`src/hdl/fpl_pkg.sv`:
```
// Shared constants, request/response types and helper functions for the ladder filter.
`default_nettype none
package fpl_pkg;

    localparam int SAMPLE_RATE_DEF  = 96000;
    localparam int SAMPLE_WIDTH_DEF = 24;
    localparam int STATE_WIDTH_DEF  = 32;

    localparam int DW        = 64;
    localparam int CORDIC_N  = 30;
    localparam int CORDIC_CW = $clog2(CORDIC_N);
    localparam int DIV_CW    = $clog2(DW);

    localparam logic [31:0]        PI_Q30    = 32'd3373259426;
    localparam logic signed [63:0] THETA_MAX = 64'sd1652897119;
    localparam logic signed [63:0] ONE       = 64'sd16777216;
    localparam logic signed [63:0] G_MAX     = 64'sd1073741824;
    localparam logic [24:0]        ONE25     = 25'h1000000;
    localparam logic [31:0]        COMP_Q24  = 32'd7549747;
    localparam logic [25:0]        R_SCALE   = 26'd1792;
    localparam logic [15:0]        RES_MAX   = 16'd32768;

    localparam int CFG_IDX_W = 2;
    localparam logic [CFG_IDX_W-1:0] CFG_RESONANCE = 2'd0;
    localparam logic [CFG_IDX_W-1:0] CFG_MULTIMODE = 2'd1;

    typedef struct packed {
        logic              start;
        logic signed [63:0] a;
        logic [31:0]       c;
        logic [5:0]        sh;
    } t_mul_req;

    typedef struct packed {
        logic              valid;
        logic signed [63:0] p;
    } t_mul_rsp;

    typedef struct packed {
        logic        start;
        logic [63:0] num;
        logic [63:0] den;
    } t_div_req;

    typedef struct packed {
        logic        valid;
        logic [63:0] q;
    } t_div_rsp;

    typedef struct packed {
        logic              start;
        logic              vec;
        logic signed [63:0] x;
        logic signed [63:0] y;
        logic signed [63:0] z;
    } t_cor_req;

    typedef struct packed {
        logic              valid;
        logic signed [63:0] x;
        logic signed [63:0] y;
        logic signed [63:0] z;
    } t_cor_rsp;

    // atan(2^-i) in Q2.30
    function automatic logic [30:0] atan_q30(input logic [CORDIC_CW-1:0] i);
        logic [30:0] v;
        case (i)
            5'd0:  v = 31'd843314857;
            5'd1:  v = 31'd497837829;
            5'd2:  v = 31'd263043837;
            5'd3:  v = 31'd133525159;
            5'd4:  v = 31'd67021687;
            5'd5:  v = 31'd33543516;
            5'd6:  v = 31'd16775851;
            5'd7:  v = 31'd8388437;
            5'd8:  v = 31'd4194283;
            5'd9:  v = 31'd2097149;
            5'd10: v = 31'd1048576;
            5'd11: v = 31'd524288;
            5'd12: v = 31'd262144;
            5'd13: v = 31'd131072;
            5'd14: v = 31'd65536;
            5'd15: v = 31'd32768;
            5'd16: v = 31'd16384;
            5'd17: v = 31'd8192;
            5'd18: v = 31'd4096;
            5'd19: v = 31'd2048;
            5'd20: v = 31'd1024;
            5'd21: v = 31'd512;
            5'd22: v = 31'd256;
            5'd23: v = 31'd128;
            5'd24: v = 31'd64;
            5'd25: v = 31'd32;
            5'd26: v = 31'd16;
            5'd27: v = 31'd8;
            5'd28: v = 31'd4;
            5'd29: v = 31'd2;
            default: v = 31'd0;
        endcase
        return v;
    endfunction

    // integer square root, used only on elaboration-time constants
    function automatic logic [63:0] isqrt64(input logic [63:0] n_in);
        logic [63:0] n;
        logic [63:0] r;
        logic [63:0] b;
        n = n_in;
        r = 64'd0;
        b = 64'd1 << 62;
        for (int k = 0; k < 32; k++) begin
            if (n >= r + b) begin
                n = n - (r + b);
                r = (r >> 1) + b;
            end else begin
                r = r >> 1;
            end
            b = b >> 2;
        end
        return r;
    endfunction

endpackage
`default_nettype wire

```
`src/hdl/fpl_div.sv`:
```
// Shared unsigned restoring divider, one quotient bit per cycle.
`default_nettype none
module fpl_div (
    input  wire logic             i_clk,
    input  wire logic             i_rst_n,
    input  wire fpl_pkg::t_div_req i_req,
    output fpl_pkg::t_div_rsp     o_rsp
);

    localparam int DW = fpl_pkg::DW;
    localparam int CW = fpl_pkg::DIV_CW;

    logic [DW-1:0] r_q;
    logic [DW:0]   r_rem;
    logic [DW-1:0] r_d;
    logic [CW-1:0] r_cnt;
    logic          r_busy;
    logic          r_valid;

    logic [DW:0] rs;
    logic        ge;

    always_comb begin
        rs = {r_rem[DW-1:0], r_q[DW-1]};
        ge = (rs >= {1'b0, r_d});
    end

    always_ff @(posedge i_clk) begin
        if (!i_rst_n) begin
            r_busy  <= 1'b0;
            r_valid <= 1'b0;
        end else if (i_req.start) begin
            r_q     <= i_req.num;
            r_d     <= i_req.den;
            r_rem   <= '0;
            r_cnt   <= '0;
            r_busy  <= 1'b1;
            r_valid <= 1'b0;
        end else if (r_busy) begin
            r_rem <= ge ? (rs - {1'b0, r_d}) : rs;
            r_q   <= {r_q[DW-2:0], ge};
            r_cnt <= r_cnt + 1'b1;
            if (r_cnt == CW'(DW - 1)) begin
                r_busy  <= 1'b0;
                r_valid <= 1'b1;
            end
        end
    end

    assign o_rsp.valid = r_valid;
    assign o_rsp.q     = r_q;

endmodule
`default_nettype wire

```
`config.mk`:
```
export PLATFORM = sky130hd
export DESIGN_NAME = fpl_div
export DESIGN_NICKNAME = d
export VERILOG_FILES = /design/src/hdl/fpl_pkg.sv /design/src/hdl/fpl_div.sv
export SDC_FILE = /design/constraint.sdc
export NUM_CORES = 1
export LEC_CHECK = 0
export BUFFER_PORTS_ARGS = -buffer_cell sky130_fd_sc_hd__clkbuf_2
export CORE_ASPECT_RATIO = 1.2
export CORE_MARGIN = 1.5
export CORE_UTILIZATION = 56
export CTS_BUF_LIST = sky130_fd_sc_hd__clkbuf_16
export DETAILED_ROUTE_END_ITERATION = 7
export MAX_ROUTING_LAYER = met4
export PLACE_DENSITY_LB_ADDON = 0.15
export REMOVE_ABC_BUFFERS = 1
export SLEW_MARGIN = 5
export SYNTH_ARGS = -nofsm -noshare
export SYNTH_HDL_FRONTEND = slang
export SYNTH_SLANG_ARGS = --single-unit
```
`constraint.sdc`:
```
create_clock -name i_clk -period 5.4 [get_ports i_clk]
set_input_delay 0.27 -clock i_clk [delete_from_list [all_inputs] [get_ports i_clk]]
set_output_delay 0.27 -clock i_clk [all_outputs]
set_load 0.01 [all_outputs]
```
Yosys cells after proc, flatten, opt, wreduce, memory -nomap -nowiden
Cells that the tools add are included.
{"block": "op_classes", "add_sub_neg": 2, "n_mux": 8, "n_eq_ne": 1, "n_bitwise": 1, "n_reduce_logical": 5, "order_cmp": 1}
{"cell": "64-bit two-way mux", "n": 4}
{"cell": "65-bit by 64-bit >= comparator with 1-bit output", "n": 1}
{"cell": "64-bit subtractor", "n": 1}
{"cell": "6-bit by 1-bit adder with 6-bit output (second input constant)", "n": 1}
{"cell": "6-bit == test (second input constant)", "n": 1}
{"cell": "6-bit two-way mux", "n": 1}
{"cell": "2-bit AND reduction", "n": 3}
{"cell": "1-bit two-way mux", "n": 3}
{"cell": "2-bit nonzero test", "n": 1}
{"cell": "2-bit OR reduction", "n": 1}
{"cell": "1-bit inverter", "n": 1}
{"block": "totals", "register_bits": 200, "in_bits": 131, "word_cells": 24, "out_inout_bits": 65}

Logic depth before layout (Yosys ltp)
{"block": "depth", "depth_word": 4, "depth_mapped": 14, "ltp_nobuf": 13}

Worst setup path before layout
OpenSTA, ideal clock, no wires.
{"block": "synth_path", "kind": "in2reg", "startpoint": "input i_req[128] in the netlist's numbering", "endpoint": "register r_cnt[0] (enable)", "path_buffers": 1, "t_required_ns": 4.895, "setup_time_ns": 0.505, "path_slack_ns": 1.214, "stages": 2, "t_arrival_ns": 3.681, "cell_sequence": "buf_1 -> o21a_1"}
{"block": "synth_between", "elab_chain_cells": 2}
{"item": "start: declaration", "line": "fpl_div.sv:6", "rtl": "input wire fpl_pkg::t_div_req i_req,"}
{"item": "2-bit nonzero test (no source line)"}
{"item": "2-bit AND reduction (no source line)"}
{"item": "end signal: assignment", "line": "fpl_div.sv:42", "rtl": "r_cnt <= r_cnt + 1'b1;"}
{"item": "end: declaration", "line": "fpl_div.sv:16", "rtl": "logic [CW-1:0] r_cnt;"}
No other way between the ends.
A chain may end at the register's enable or synchronous reset.

Worst setup path in the final report
{"block": "layout_path", "startpoint": "register r_rem[16]", "endpoint": "register r_rem[35], data pin"}
{"block": "layout_between", "elab_chain_cells": 3, "elab_cells_between_ends": 4, "cone_classes": "1 x add/sub; 1 x order compare; 2 x mux"}
{"item": "start: declaration", "line": "fpl_div.sv:14", "rtl": "logic [DW:0] r_rem;"}
{"item": "start signal: assignment", "line": "fpl_div.sv:40", "rtl": "r_rem <= ge ? (rs - {1'b0, r_d}) : rs;"}
{"item": "64-bit subtractor or 65-bit by 64-bit >= comparator with 1-bit output (tied branches)", "line": "fpl_div.sv:40, fpl_div.sv:25"}
{"item": "64-bit two-way mux (*)", "line": "fpl_div.sv:40"}
{"item": "64-bit two-way mux (*)", "line": "fpl_div.sv:39", "rtl": "end else if (r_busy) begin"}
Every way passes the cells marked *; elsewhere a longest branch is shown, timed or not. The select of a mux whose other input is x is not followed.

==> results.ini <==
[global_route]
grt_pass1_vias = 9257
antenna_found_initial = 0
grt_pass1_wl_um = 44500
grt_overflow = 0
grtUsageTotal = 0.260
grt_max_degree = 72

[sta]
final_hold_viol_count = 0
fin_crit_sh = 0.783
fin_crit_ns = 4.23
totalNegativeSetupSlack_ns = 0
slew_violations = 0
max_freq_mhz = 237
rsz0062_at_grt = no
slew_headroom = 0.352
fin_skew_ns = 0.0226
tightestPinTransition_ns = 0.972
finalSetupViolCount = 0

[floorplanning]
die_h_um = 164
rows = 58
coreArea_um2 = 21100
dieWidth_um = 137
die_area_um2 = 22500
initial_core_util = 0.574
io_pins = 196

[critical_path]
critPathMaxStageDelay_ns = 0.81
cp-start-kind = flop
critical_path.max_fanout = 62
slowest_stage = o21a_4
reg2reg_from = r_rem[16]
arrival_ns = 4.39
worstPathRequired_ns = 5.56
r2r_setup_slack_ns = 1.17
reg2reg_to = r_rem[35]
endpoint_kind = flop
critPathKind = flop to flop
worst-r2r-cell-count = 11
cp_cell_sequence = ha_1, and4_1, and3_1, o311ai_0, o21ai_1, a2111oi_1, nor3_1, o21a_4, buf_4, mux2i_1, nor2_1

[drt]
viasPerCell = 5.74
drc_errors = 0
first_pass_iters = 5
vias = 9236
drt_iter0_drc = 571
drt_wl_total_um = 27900
postRouteAntennaNets = 0
avgRoutedWirePerCell_um = 17.3

[power_and_ir_drop]
total_power_mw = 4.62
power_density_nw_per_um2 = 321
peakVddDrop_v = 0.000238
leakagePower_nw = 6.14

[run]
max_cap_violations = 0

[synth]
syn_area_um2 = 12100
synth_edf_count = 198
ys_seq_area_frac = 0.494
synth.avg_cell_area_um2 = 10.9
synth_fa_ha_area_frac = 0.0688
synth_xor_area_frac = 0.0448
synth-compound-area-share = 0.144
yosysUniqueCellTypes = 69
synth_top_family_by_area = compound AO/OA/AOI/OAI gates
yosys_warnings = 0
yosys-mux-area-fraction = 0.0950
dominantRegCellSynth = edfxtp_1
syn_inst = 1111
ys_ff_latch = 200
synth-async-reset-ratio = 0
yosys.area_share.simple = 0.108

[hold_path]
hp-start = i_req[21]
holdPathEnd = r_d[21]
worstHoldPathCells = 1
hold_class = input pin to flop

[cells_and_area]
final_common_cell = edfxtp_1
area_delta_synth_final_pct = 18.8
drive_gt1_frac = 0.237
num_antenna_cells = 0
fin_nets = 1524
most-common-layout-cells = 198 x edfxtp_1, 194 x clkbuf_2, 99 x nor2_1
fillCellCount = 1592

[outcome]
status = finished, final reports clean

[clock_tree]
cts_sinks = 200
cts_resized = 0
postCtsSetupRepairBufs = 0
cts-htree-levels = 4
path_clk_slew_ns = 0.08
clock_path_buffers = 2
clkLatencyLatePin_ns = 0.46
clockRootBuffer = clkbuf_16
cts_buffers = 17
cts_tree = built

[placement]
port_buffers = 195
dp_hpwl_um = 20000
gp_congestion = 0.941

## through the flow
step	cells	area, um2	hold slack (ns)	util	setup WS, ns
floorplan	1054	11900	0.346	-	0.514
global placement	1524	13200	0.447	0.627	1.39
detailed placement	1524	13200	0.449	0.627	1.19
CTS	1608	14400	0.00189	0.681	1.18
global route	1610	14400	0.00438	0.682	0.859
finish	1610	14400	0.00863	0.682	1.17
## synth_stat cells, types with 14 or more instances
cell type | n | area (um2)
mux2i_1 | 43 | 430
nand2_1 | 62 | 233
clkbuf_1 | 35 | 131
mux2_2 | 64 | 721
a21oi_1 | 82 | 410
a21o_1 | 32 | 240
edfxtp_1 | 198 | 5950
inv_1 | 79 | 297
o21ai_0 | 41 | 205
nor3_1 | 19 | 95.1
xnor2_1 | 37 | 324
xor2_1 | 25 | 219
ha_1 | 65 | 813
nor2_1 | 99 | 372
a211oi_1 | 26 | 195
buf_2 | 15 | 75.1
nand3_1 | 17 | 85.1
nand4_1 | 14 | 87.6
## metal layers
layer | part of all wire | track usage | up-vias
met3 | 0.047 | 0.0383 | 62
li1 | - | - | 4533
met4 | 0.027 | 0.0962 | 0
met1 | 0.43 | 0.320 | 4350
met5 | 0 | - | -
met2 | 0.49 | 0.434 | 291
## how the worst max path moves through the flow
stage	from	end	slack (ns)	cells after the start
floorplan	r_rem[16]	r_rem[59]	0.51	10
global placement	r_rem[17]	r_rem[53]	1.39	11
detailed placement	r_rem[17]	r_rem[35]	1.19	11
CTS	r_rem[17]	r_rem[35]	1.18	11
global route	r_rem[17]	r_rem[35]	0.86	11
finish	r_rem[16]	r_rem[35]	1.17	11
## cells by family (layout without fill, tap and decap cells)
family | count (synthesis) | count (layout)
flops | 200 | 200
fa+ha+maj | 66 | 66
mux | 107 | 107
xor+xnor | 62 | 62
compound gates | 266 | 266
buf+inv | 136 | 365
simple gates | 274 | 274
## layout make-up
cell class                      instances  area (um2)  share of cell area
Sequential cell                       200        5990               0.416
Multi-Input combinational cell        775        5600               0.389
Timing Repair Buffer                  254        1560               0.108
Clock buffer                           17         425              0.0296
Tap cell                              270         338              0.0235
Inverter                               79         297              0.0206
Clock inverter                         15         191              0.0133
## report_power, final
group	total [mW]	switching [mW]	internal, mW	leakage [nW]
combinational	1.34	0.769	0.575	3.92
clock	1.33	0.693	0.639	0.303
sequential	1.95	0.0649	1.88	1.91
## state kept, by name, indices dropped and copies added (netlist names)
| register | count |
|---|---|
| r_d | 64 |
| r_q | 64 |
| r_rem | 64 |
| r_cnt | 6 |
| r_busy | 1 |
| r_valid | 1 |
## critical path: cells and delay by family, from the launching register on
family	cells	cell delay [ns]
DFF	1	0.41
AOI/OAI and AO/OA	4	1.48
and+or+nand+nor	4	0.89
muxes	1	0.26
buffers and inverters	1	0.45
adders and majority gates	1	0.45
## what timing repair did
item	4_1_cts	5_1_grt
hold buffers	52	2
endpoints found under the setup margin	0	0
endpoints found under the hold margin	52	2
Note: power is estimated with default switching activity, not from simulation.
